--- config.mk ---
export PLATFORM = sky130hd
export DESIGN_NAME = led_animation_sequencer_unit
export DESIGN_NICKNAME = d
export VERILOG_FILES = /design/src/sv/las_pkg.sv /design/src/sv/las_ctrl.sv /design/src/sv/las_datapath.sv /design/src/sv/led_animation_sequencer_unit.sv
export SDC_FILE = /design/constraint.sdc
export NUM_CORES = 1
export LEC_CHECK = 0
export ABC_AREA = 1
export BUFFER_PORTS_ARGS = -buffer_cell sky130_fd_sc_hd__buf_2
export CAP_MARGIN = 10
export CORE_MARGIN = 8
export CORE_UTILIZATION = 63
export DETAILED_ROUTE_END_ITERATION = 10
export PLACE_DENSITY = 0.91
export SYNTH_ARGS = -nofsm -noshare
export SYNTH_HDL_FRONTEND = slang
export SYNTH_SLANG_ARGS = --single-unit
--- constraint.sdc ---
create_clock -name clk_i -period 12.46 [get_ports clk_i]
set_input_delay 1.246 -clock clk_i [delete_from_list [all_inputs] [get_ports clk_i]]
set_output_delay 1.246 -clock clk_i [all_outputs]
set_load 0.005 [all_outputs]
--- src/sv/las_pkg.sv ---
package las_pkg;

  localparam int QueueDepth = 16;
  localparam int PtrW       = $clog2(QueueDepth);
  localparam int CntW       = $clog2(QueueDepth + 1);
  localparam int CfgIdxW    = 4;
  localparam int CfgDataW   = 16;
  localparam int NumAnims   = 5;

  localparam logic [CfgIdxW-1:0] CfgStepTicks = CfgIdxW'(0);
  localparam logic [CfgIdxW-1:0] CfgIdleTicks = CfgIdxW'(1);

  localparam logic [15:0] StepTicksRst = 16'd1000;
  localparam logic [15:0] IdleTicksRst = 16'd500;

  // Command bytes
  localparam logic [7:0] ByteAnimFirst = 8'd11;
  localparam logic [7:0] ByteAnimLast  = 8'd15;
  localparam logic [7:0] ByteSpeedMin  = 8'd1;
  localparam logic [7:0] ByteSpeedMax  = 8'd3;

  // n/3 for 16-bit n: (n * 0xAAAB) >> 17
  localparam logic [15:0] RecipThree = 16'hAAAB;

  typedef enum logic [2:0] {
    StatTick    = 3'd0,
    StatQueued  = 3'd1,
    StatSpeed   = 3'd2,
    StatUnknown = 3'd3,
    StatDropped = 3'd4
  } status_e;

  typedef struct packed {
    logic       cmd;
    logic [7:0] rx_byte;
  } in_item_t;

  typedef struct packed {
    logic [5:0] lamps;
    logic [2:0] status;
    logic [4:0] queue_count;
    logic       busy_res;
  } out_item_t;

  typedef struct packed {
    logic capture;
    logic exec;
  } ctrl_cmd_t;

  function automatic logic [2:0] anim_len(input logic [2:0] anim);
    logic [2:0] len;
    case (anim)
      3'd0:    len = 3'd7;
      3'd1:    len = 3'd4;
      3'd2:    len = 3'd4;
      3'd3:    len = 3'd3;
      3'd4:    len = 3'd5;
      default: len = 3'd1;
    endcase
    return len;
  endfunction

  function automatic logic [5:0] anim_pat(input logic [2:0] anim, input logic [2:0] step);
    logic [5:0] pat;
    pat = 6'h00;
    case (anim)
      3'd0: begin
        case (step)
          3'd0:    pat = 6'h01;
          3'd2:    pat = 6'h03;
          3'd4:    pat = 6'h07;
          3'd6:    pat = 6'h10;
          default: pat = 6'h00;
        endcase
      end
      3'd1: begin
        case (step)
          3'd0:    pat = 6'h01;
          3'd1:    pat = 6'h03;
          3'd2:    pat = 6'h07;
          3'd3:    pat = 6'h0F;
          default: pat = 6'h00;
        endcase
      end
      3'd2: begin
        case (step)
          3'd0:    pat = 6'h01;
          3'd1:    pat = 6'h02;
          3'd2:    pat = 6'h04;
          3'd3:    pat = 6'h08;
          default: pat = 6'h00;
        endcase
      end
      3'd3: begin
        case (step)
          3'd0:    pat = 6'h08;
          3'd1:    pat = 6'h18;
          3'd2:    pat = 6'h10;
          default: pat = 6'h00;
        endcase
      end
      3'd4: begin
        case (step)
          3'd0:    pat = 6'h08;
          3'd1:    pat = 6'h20;
          3'd2:    pat = 6'h10;
          3'd3:    pat = 6'h28;
          3'd4:    pat = 6'h30;
          default: pat = 6'h00;
        endcase
      end
      default: pat = 6'h00;
    endcase
    return pat;
  endfunction

endpackage

--- src/sv/las_ctrl.sv ---
module las_ctrl (
  input  logic               clk_i,
  input  logic               rst_ni,
  input  logic               in_valid_i,
  output logic               in_ready_o,
  output logic               out_valid_o,
  input  logic               out_ready_i,
  output las_pkg::ctrl_cmd_t cmd_o
);
  import las_pkg::*;

  typedef enum logic [1:0] {
    StLoad = 2'b01,
    StExec = 2'b10
  } state_e;

  state_e state_q, state_d;
  logic   out_valid_q, out_valid_d;
  logic   slot_free;

  // result slot is free if empty or drained this cycle
  assign slot_free = !out_valid_q || out_ready_i;

  always_comb begin
    state_d     = state_q;
    out_valid_d = out_valid_q && !out_ready_i;
    cmd_o       = '0;
    in_ready_o  = 1'b0;
    case (state_q)
      StLoad: begin
        in_ready_o  = 1'b1;
        cmd_o.capture = in_valid_i;
        if (in_valid_i) begin
          state_d = StExec;
        end
      end
      StExec: begin
        if (slot_free) begin
          cmd_o.exec  = 1'b1;
          out_valid_d = 1'b1;
          state_d     = StLoad;
        end
      end
      default: begin
        state_d = StLoad;
      end
    endcase
  end

  always_ff @(posedge clk_i or negedge rst_ni) begin
    if (!rst_ni) begin
      state_q     <= StLoad;
      out_valid_q <= 1'b0;
    end else begin
      state_q     <= state_d;
      out_valid_q <= out_valid_d;
    end
  end

  assign out_valid_o = out_valid_q;

endmodule

--- src/sv/las_datapath.sv ---
module las_datapath (
  input  logic                          clk_i,
  input  logic                          rst_ni,
  input  las_pkg::ctrl_cmd_t            cmd_i,
  input  las_pkg::in_item_t             in_data_i,
  input  logic                          cfg_we_i,
  input  logic [las_pkg::CfgIdxW-1:0]   cfg_index_i,
  input  logic [las_pkg::CfgDataW-1:0]  cfg_data_i,
  output las_pkg::out_item_t            out_data_o
);
  import las_pkg::*;

  in_item_t   in_q;
  out_item_t  out_q, out_d;

  logic [15:0]     step_ticks_q, idle_ticks_q;
  logic [2:0]      pending_q [QueueDepth];
  logic [PtrW-1:0] head_q, head_d, tail_q, tail_d;
  logic [CntW-1:0] count_q, count_d;
  logic [1:0]      divisor_q, divisor_d;
  logic [2:0]      anim_q, anim_d;
  logic [2:0]      step_q, step_d;
  logic [15:0]     time_left_q, time_left_d;
  logic [5:0]      lamp_q, lamp_d;
  logic            playing_q, playing_d;
  logic [15:0]     idle_wait_q, idle_wait_d;
  logic            push;

  logic [31:0] prod3;
  logic [15:0] quot, hold;

  assign prod3 = {16'd0, step_ticks_q} * {16'd0, RecipThree};

  always_comb begin
    case (divisor_q)
      2'd2:    quot = {1'b0, step_ticks_q[15:1]};
      2'd3:    quot = {1'b0, prod3[31:17]};
      default: quot = step_ticks_q;
    endcase
    hold = (quot == 16'd0) ? 16'd1 : quot;
  end

  always_comb begin
    head_d      = head_q;
    tail_d      = tail_q;
    count_d     = count_q;
    divisor_d   = divisor_q;
    anim_d      = anim_q;
    step_d      = step_q;
    time_left_d = time_left_q;
    lamp_d      = lamp_q;
    playing_d   = playing_q;
    idle_wait_d = idle_wait_q;
    push        = 1'b0;
    out_d       = out_q;
    out_d.status = StatTick;

    if (in_q.cmd) begin
      if (playing_d) begin
        if (time_left_d != 16'd0) begin
          time_left_d = time_left_d - 16'd1;
        end
        if (time_left_d == 16'd0) begin
          step_d = step_d + 3'd1;
          if (step_d >= anim_len(anim_d)) begin
            playing_d = 1'b0;
            lamp_d    = 6'h00;
            step_d    = 3'd0;
          end else begin
            lamp_d      = anim_pat(anim_d, step_d);
            time_left_d = hold;
          end
        end
      end else if (idle_wait_d != 16'd0) begin
        idle_wait_d = idle_wait_d - 16'd1;
      end
      if (!playing_d && idle_wait_d == 16'd0) begin
        if (count_d != '0) begin
          anim_d      = pending_q[head_q];
          head_d      = (head_q == PtrW'(QueueDepth - 1)) ? '0 : head_q + PtrW'(1);
          count_d     = count_d - CntW'(1);
          step_d      = 3'd0;
          playing_d   = 1'b1;
          lamp_d      = anim_pat(anim_d, 3'd0);
          time_left_d = hold;
        end else begin
          idle_wait_d = idle_ticks_q;
        end
      end
    end else if (in_q.rx_byte >= ByteAnimFirst && in_q.rx_byte <= ByteAnimLast) begin
      if (count_q == CntW'(QueueDepth)) begin
        out_d.status = StatDropped;
      end else begin
        push         = 1'b1;
        tail_d       = (tail_q == PtrW'(QueueDepth - 1)) ? '0 : tail_q + PtrW'(1);
        count_d      = count_q + CntW'(1);
        out_d.status = StatQueued;
      end
    end else if (in_q.rx_byte >= ByteSpeedMin && in_q.rx_byte <= ByteSpeedMax) begin
      divisor_d    = in_q.rx_byte[1:0];
      out_d.status = StatSpeed;
    end else begin
      out_d.status = StatUnknown;
    end

    out_d.lamps       = lamp_d;
    out_d.queue_count = 5'(count_d);
    out_d.busy_res    = playing_d;
  end

  always_ff @(posedge clk_i or negedge rst_ni) begin
    if (!rst_ni) begin
      step_ticks_q <= StepTicksRst;
      idle_ticks_q <= IdleTicksRst;
      head_q       <= '0;
      tail_q       <= '0;
      count_q      <= '0;
      divisor_q    <= 2'd1;
      anim_q       <= 3'd0;
      step_q       <= 3'd0;
      time_left_q  <= 16'd0;
      lamp_q       <= 6'h00;
      playing_q    <= 1'b0;
      idle_wait_q  <= 16'd0;
    end else begin
      if (cfg_we_i && cfg_index_i == CfgStepTicks) begin
        step_ticks_q <= cfg_data_i;
      end
      if (cfg_we_i && cfg_index_i == CfgIdleTicks) begin
        idle_ticks_q <= cfg_data_i;
      end
      if (cmd_i.exec) begin
        head_q      <= head_d;
        tail_q      <= tail_d;
        count_q     <= count_d;
        divisor_q   <= divisor_d;
        anim_q      <= anim_d;
        step_q      <= step_d;
        time_left_q <= time_left_d;
        lamp_q      <= lamp_d;
        playing_q   <= playing_d;
        idle_wait_q <= idle_wait_d;
      end
    end
  end

  always_ff @(posedge clk_i) begin
    if (cmd_i.capture) begin
      in_q <= in_data_i;
    end
    if (cmd_i.exec) begin
      out_q <= out_d;
    end
    if (cmd_i.exec && push) begin
      pending_q[tail_q] <= 3'(in_q.rx_byte - ByteAnimFirst);
    end
  end

  assign out_data_o = out_q;

`ifndef SYNTHESIS
  a_count_bound: assert property (@(posedge clk_i) disable iff (!rst_ni)
    count_q <= CntW'(QueueDepth))
    else $error("queue count beyond depth");

  a_play_hold: assert property (@(posedge clk_i) disable iff (!rst_ni)
    playing_q |-> time_left_q != 16'd0)
    else $error("playing with no hold time left");

  a_dark_idle: assert property (@(posedge clk_i) disable iff (!rst_ni)
    !playing_q |-> lamp_q == 6'h00)
    else $error("lamps lit while not playing");

  a_wait_idle: assert property (@(posedge clk_i) disable iff (!rst_ni)
    idle_wait_q != 16'd0 |-> !playing_q)
    else $error("idle wait running during playback");

  a_ptr_track: assert property (@(posedge clk_i) disable iff (!rst_ni)
    cmd_i.exec && !in_q.cmd |=> head_q == $past(head_q))
    else $error("byte transfer moved queue head");
`endif

endmodule

--- src/sv/led_animation_sequencer_unit.sv ---
// LED animation sequencer. Each input transfer is either a command byte
// (cmd 0) or one time tick (cmd 1) and yields exactly one result: lamps,
// status, queue_count and busy_res as they stand after the item. Bytes 11
// to 15 queue an animation in a 16-entry ring FIFO, bytes 1 to 3 set the
// speed divisor; ticks advance the player. An item is first captured
// into the input register, then applied in the state update, which
// waits while the output register still holds an untaken result. A new
// item is accepted only once the previous one has been applied. The
// divide by three of the step hold is a reciprocal multiply in the update
// cycle. Configuration writes (index 0 step_ticks, 1 idle_ticks, others
// ignored) are taken every cycle.
module led_animation_sequencer_unit (
  input  logic                          clk_i,
  input  logic                          rst_ni,
  input  logic                          in_valid_i,
  output logic                          in_ready_o,
  input  las_pkg::in_item_t             in_data_i,
  output logic                          out_valid_o,
  input  logic                          out_ready_i,
  output las_pkg::out_item_t            out_data_o,
  input  logic                          cfg_valid_i,
  output logic                          cfg_ready_o,
  input  logic [las_pkg::CfgIdxW-1:0]   cfg_index_i,
  input  logic [las_pkg::CfgDataW-1:0]  cfg_data_i
);
  import las_pkg::*;

  ctrl_cmd_t ctrl_cmd;
  logic      cfg_we;

  assign cfg_ready_o = 1'b1;
  assign cfg_we      = cfg_valid_i && cfg_ready_o;

  las_ctrl u_ctrl (
    .clk_i       (clk_i),
    .rst_ni      (rst_ni),
    .in_valid_i  (in_valid_i),
    .in_ready_o  (in_ready_o),
    .out_valid_o (out_valid_o),
    .out_ready_i (out_ready_i),
    .cmd_o       (ctrl_cmd)
  );

  las_datapath u_datapath (
    .clk_i       (clk_i),
    .rst_ni      (rst_ni),
    .cmd_i       (ctrl_cmd),
    .in_data_i   (in_data_i),
    .cfg_we_i    (cfg_we),
    .cfg_index_i (cfg_index_i),
    .cfg_data_i  (cfg_data_i),
    .out_data_o  (out_data_o)
  );

endmodule
Word-level counts from Yosys, hierarchy flattened
Memory sizes are Yosys's and may differ from the RTL's.
Cells that the tools add are included.
Widths: inputs -> output; s select.

word-level totals
  memories kept = 1
  bits of input ports = 34
  logic and storage cells = 158
  output and inout port bits = 18
  register bits = 119
  bits in writable memories = 48

memories
  name                  depth  width  read ports  clocked after Yosys merged registers in  wr ports  RTL line            text
  u_datapath.pending_q  16     3      1           0                                        1         las_datapath.sv:17  logic [2:0] pending_q [QueueDepth];

operators by class
  magnitude comparators = 5
  $mul = 1
  bitwise gates (word level) = 3
  equality and inequality tests = 23
  reduce and logical (&&, ||, !) cells = 29
  mux-type cells = 68
  add/subtract/negate cells = 8

operators by type and width
  operator                number
  $mux 16                 14
  $pmux 6 s5              2
  $logic_not 16->1        3
  $mux 6                  6
  $mul 16x16->32 const B  1
  $pmux 16 s2             1
  $pmux 4 s4              2
  $reduce_bool 16->1      2
  $sub 16x1->16 const B   2
  $mux 3                  10
  $mux 5                  5
  $pmux 5 s4              1
  $mux 1                  19
  $eq 3x2->1 const B      6
  $pmux 5 s3              1
  $eq 3x3->1 const B      4
  $pmux 3 s4              1
  $reduce_and 4->1        3
  $eq 3x1->1 const B      3
  $logic_not 3->1         3
  $add 4x1->4 const B     2
  $eq 4x4->1 const B      2
  $ge 8x1->1 const B      1
  $ge 8x4->1 const B      1
  other kinds (26)        42

Longest topological paths before layout
  word-level depth = 17
  depth in mapped cells = 31
  mapped depth without buffers = 30

Hierarchy
Synthesis repeated with hierarchy kept, for this count alone.

second synthesis, totals
  cell total of the unflattened synthesis = 2060
  area total of the unflattened synthesis = 15384.8 um^2

by module, submodules not included
  module                        times used  cells an instance  sequential area each (um^2)  area an instance (um^2)
  las_datapath                  1           2037               4480.5                       15227.1
  las_ctrl                      1           21                 76.3                         146.4
  led_animation_sequencer_unit  1           2                  0.0                          11.3

Worst setup path before layout
No wires, ideal clock.

  path kind = register to register
  from = reg u_datapath.step_ticks_q[5]
  to = reg u_datapath.time_left_q[5]
  path slack = 7.061 ns
  data required time = 12.332 ns
  period minus slack after synthesis = 5.399 ns
  arrival = 5.271 ns
  library setup time = 0.128 ns
  cell stages (with the launch flop) = 28
  buffers on the path = 1
  cells stage by stage = dfstp_2 -> ha_1 -> xor2_1 -> ha_1 -> inv_1 -> fa_1 -> inv_1 -> fa_1 -> fa_1 -> inv_1 -> fa_1 -> inv_1 -> ha_1 -> a21oi_1 -> nand2_1 -> a21oi_1 -> nor2_1 -> nor2_1 -> nand3_1 -> nand3_1 -> nand2_1 -> nor2_1 -> nand2_1 -> nor2_1 -> nand2_1 -> buf_4 -> nand3_1 -> a21boi_0

on the way
  cells in the longest elaborated chain, start to end = 9

RTL lines
  item                      RTL line             text
  start: declaration        las_datapath.sv:16   logic [15:0] step_ticks_q, idle_ticks_q;
  start signal: assignment  las_datapath.sv:113  step_ticks_q <= StepTicksRst;
  start signal: assignment  las_datapath.sv:127  step_ticks_q <= cfg_data_i;
  $mul 16x16->32            las_datapath.sv:32   assign prod3 = {16'd0, step_ticks_q} * {16'd0, RecipThree};
  $pmux 16 s2 *             las_datapath.sv:35   case (divisor_q)
  $logic_not 16->1          las_datapath.sv:40   hold = (quot == 16'd0) ? 16'd1 : quot;
  $mux 16 *                 las_datapath.sv:40
  $mux 16                   las_datapath.sv:65   if (step_d >= anim_len(anim_d)) begin
  $mux 16                   las_datapath.sv:63   if (time_left_d == 16'd0) begin
  $mux 16                   las_datapath.sv:59   if (playing_d) begin
  $mux 16                   las_datapath.sv:78   if (count_d != '0) begin
  $mux 16 *                 las_datapath.sv:77   if (!playing_d && idle_wait_d == 16'd0) begin
  end signal: assignment    las_datapath.sv:139  time_left_q <= time_left_d;
  end: declaration          las_datapath.sv:23   logic [15:0] time_left_q, time_left_d;

Mark *: on every way between the ends. The rest lies on a longest branch, timed or not.
A chain may end at the register's enable or synchronous reset.

Final worst setup path
  from = reg u_datapath.step_ticks_q[5]
  to = reg u_datapath.time_left_q[4]

Same word-level chain as after synthesis.

==> flow_summary.yaml <==
run_status:
  status: "finished, final reports clean"
route:
  first_iter_violations: 1735
  via_per_inst: 5.706
  wl_um: 40340
  drt_pass1_iterations: 6
  vias: 13670
  wl_per_cell_um: 16.84
  antenna_left: 0
  drc_errors: 0
setup_path:
  cp.required_ns: 12.81
  cp-end-kind: "flip-flop"
  crit_path_start_kind: "flip-flop"
  reg2reg_slack_ns: 6.16
  r2r_cells: 27
  critical_path_class: "reg2reg"
  arrival_ns: 6.65
  crit_fanout: 14
clock_tree:
  path_clk_slew_ns: 0.07
  cts_buffer_depth: 2
  post_cts_buffers: 0
  cts_htree_levels: 4
  clk_root_buffer_cell: "clkbuf_16"
  holdBufCountCts: 0
  cts_made_buffers: 17
  cts_num_sinks: 167
  cts_resized: 0
  clk_latency_ns: 0.44
  cts_tree: "built"
sta:
  fin_tns_setup_ns: 0
  period_minus_slack_ns: 6.297
  maxSlewViolCount: 0
  setup_viol: 0
  rsz0062_at_grt: "false"
  hold_viol: 0
  fin_skew_ns: 0.008483
  relSlewSlack_pct: 24.52
  tightest_slew_ns: 1.129
  fmax_mhz: 158.8
  min_period_over_period_pct: 50.54
floorplan:
  fp.dieW_um: 172
  dieArea_um2: 29580
  coreArea_um2: 24110
  start_util_pct: 63.60
  rows: 57
  die_h_um: 172
  ios: 52
yosys:
  syn_inst: 2034
  yosysTopAreaCell: "edfxtp_1"
  ys.flop_type: "dfrtp_1"
  ys_types: 55
  yosysSeqAreaShare_pct: 29.72
  ys_ff_latch: 167
  synthesis.nets: 2293
  syn_area_um2: 15330
  synth_top_area_share_pct: 14.10
  synth_edf_count: 72
  synth.area.top_cells: "edfxtp_1 14%, dfrtp_1 13%, nand2_1 13%"
  syn_area_per_cell_um2: 7.538
  ys.warnings.count: 0
  async_flop_share_pct: 56.89
place:
  place_congestion: 1.025
  place_inst: 2363
  dpl_cell_area_um2: 15780
  io_buffers: 50
  dp_hpwl_um: 31620
layout:
  fillers: 1926
  synthToLayoutAreaGrowth_pct: 6.863
  drive_gt1_share_pct: 7.050
  antennaDiodeCount: 0
  multi_input_area_um2: 8966
  seqCellArea_um2: 4557
  fin_area_um2: 16380
  utilization_pct: 67.97
  layout.nets: 2317
  layoutNonFillerInstCount: 2395
global_routing:
  grt_first_pass_wirelength_um: 66540
  grt_use_total_pct: 28.30
  grt.overflow.total: 0
  antenna_found_initial: 0
  grt_pass1_vias: 13650
  grt_max_degree: 64
min_path:
  hold_depth: 2
  hp-class: "reg2reg"
job:
  max_cap_viol_count: 0
-- routing by layer --
metal,GRT usage [%],vias to the layer above,wire length (um)
met4,11.62,0,1472
met2,47.09,695,19000
met5,0,-,0
met1,35.79,6378,16230
li1,-,6467,-
met3,5.502,127,3635
-- through the flow --
stage | setup slack [ns] | hold WS [ns]
2_1_floorplan | 7.061 | 0.4521
3_3_place_gp | 6.503 | 0.4679
3_5_place_dp | 6.271 | 0.4738
4_1_cts | 6.242 | 0.4933
5_1_grt | 5.680 | 0.5222
6_report | 6.163 | 0.4911
-- worst paths after layout --
| check | startpoint | end |
|---|---|---|
| max reg2reg | u_datapath.step_ticks_q[5] | u_datapath.time_left_q[4] |
| min | u_datapath.idle_ticks_q[0] | u_datapath.idle_ticks_q[0] |
| min in group asynchronous | rst_ni | u_datapath.idle_wait_q[8] |
| max in group asynchronous | rst_ni | u_datapath.time_left_q[8] |
| max | u_datapath.step_ticks_q[5] | u_datapath.time_left_q[4] |
| min reg2reg | u_datapath.idle_ticks_q[0] | u_datapath.idle_ticks_q[0] |
-- Yosys cell counts (4+ instances only) --
cell type,n
o21ai_0,103
nor2_4,6
clkinv_1,7
buf_2,7
nand3b_1,4
a21oi_1,49
nand3_2,4
fa_1,77
o21bai_1,5
dfrtp_1,81
dfstp_2,14
o31ai_1,17
a21boi_1,8
edfxtp_1,72
nor2_2,10
or2_2,5
buf_1,4
nand2_1,524
a21boi_0,5
xor2_1,30
o32ai_1,6
o22ai_1,23
clkbuf_1,31
mux2i_1,6
nand3_1,118
ha_1,148
nor2_1,174
xnor2_1,5
nor3_1,17
nand4_1,14
inv_1,404
buf_6,7
o221ai_1,6
o21ai_1,6
-- cell usage in the layout (no fill, tap or decap), types with 49 or more instances in the layout --
cell type and n:
inv_1 404, a21oi_1 49, fa_1 77, nor2_1 172, dfrtp_1 81, nand3_1 118
buf_2 49, nand2_1 524, edfxtp_1 72, o21ai_0 103, ha_1 148
-- flip-flops by register name, indices dropped and copies added (netlist names), 2 cells and up --
name	count
u_datapath.tail_q	4
u_datapath.step_q	3
u_datapath.pending_q	48
u_datapath.anim_q	3
u_datapath.step_ticks_q	16
u_datapath.head_q	4
u_datapath.lamp_q	6
u_datapath.idle_wait_q	16
u_datapath.in_q	9
u_datapath.idle_ticks_q	16
u_datapath.count_q	5
u_datapath.time_left_q	16
u_ctrl.state_q	2
u_datapath.divisor_q	2
u_datapath.out_data_o	15
-- worst max-delay path, cell delays in order, from the launching register on --
cell	delay (ns)
dfstp_2	0.63
ha_1	0.32
xor2_1	0.20
ha_1	0.38
inv_1	0.09
fa_1	0.51
inv_1	0.06
fa_1	0.50
fa_1	0.55
inv_1	0.06
fa_1	0.53
inv_1	0.04
ha_1	0.36
a21oi_1	0.25
nand2_1	0.11
nand2_1	0.07
nand2_1	0.07
a21oi_1	0.18
nand2_1	0.07
nand2_1	0.06
nand3_1	0.14
nand2_1	0.16
nor2_1	0.06
nand2_1	0.06
nor2_1	0.04
nand2_1	0.36
nand3_1	0.16
a21boi_0	0.19
-- layout make-up --
cell class                      count  area share (%)
Clock buffer                       18           2.619
Tap cell                          324           2.474
Inverter                          414           9.485
Clock inverter                     14           1.069
Timing Repair Buffer               56           1.817
Sequential cell                   167           27.81
Multi-Input combinational cell   1402           54.72
-- logic make-up after synthesis --
family / count (synthesis) / synth area share [%]
multiplexers: 6 / 0.3917
XOR/XNOR: 35 / 1.999
adder cells (fa/ha/maj): 225 / 22.13
AO/OA/AOI/OAI: 245 / 9.426
AND/OR/NAND/NOR: 890 / 24.47
buffers and inverters: 465 / 11.83
flip-flops: 167 / 29.72
other: 1 / 0.02446
Power is left out: the tool's default activity adds up to more than one toggle a clock period on the data nets, which glitch-free logic cannot reach.
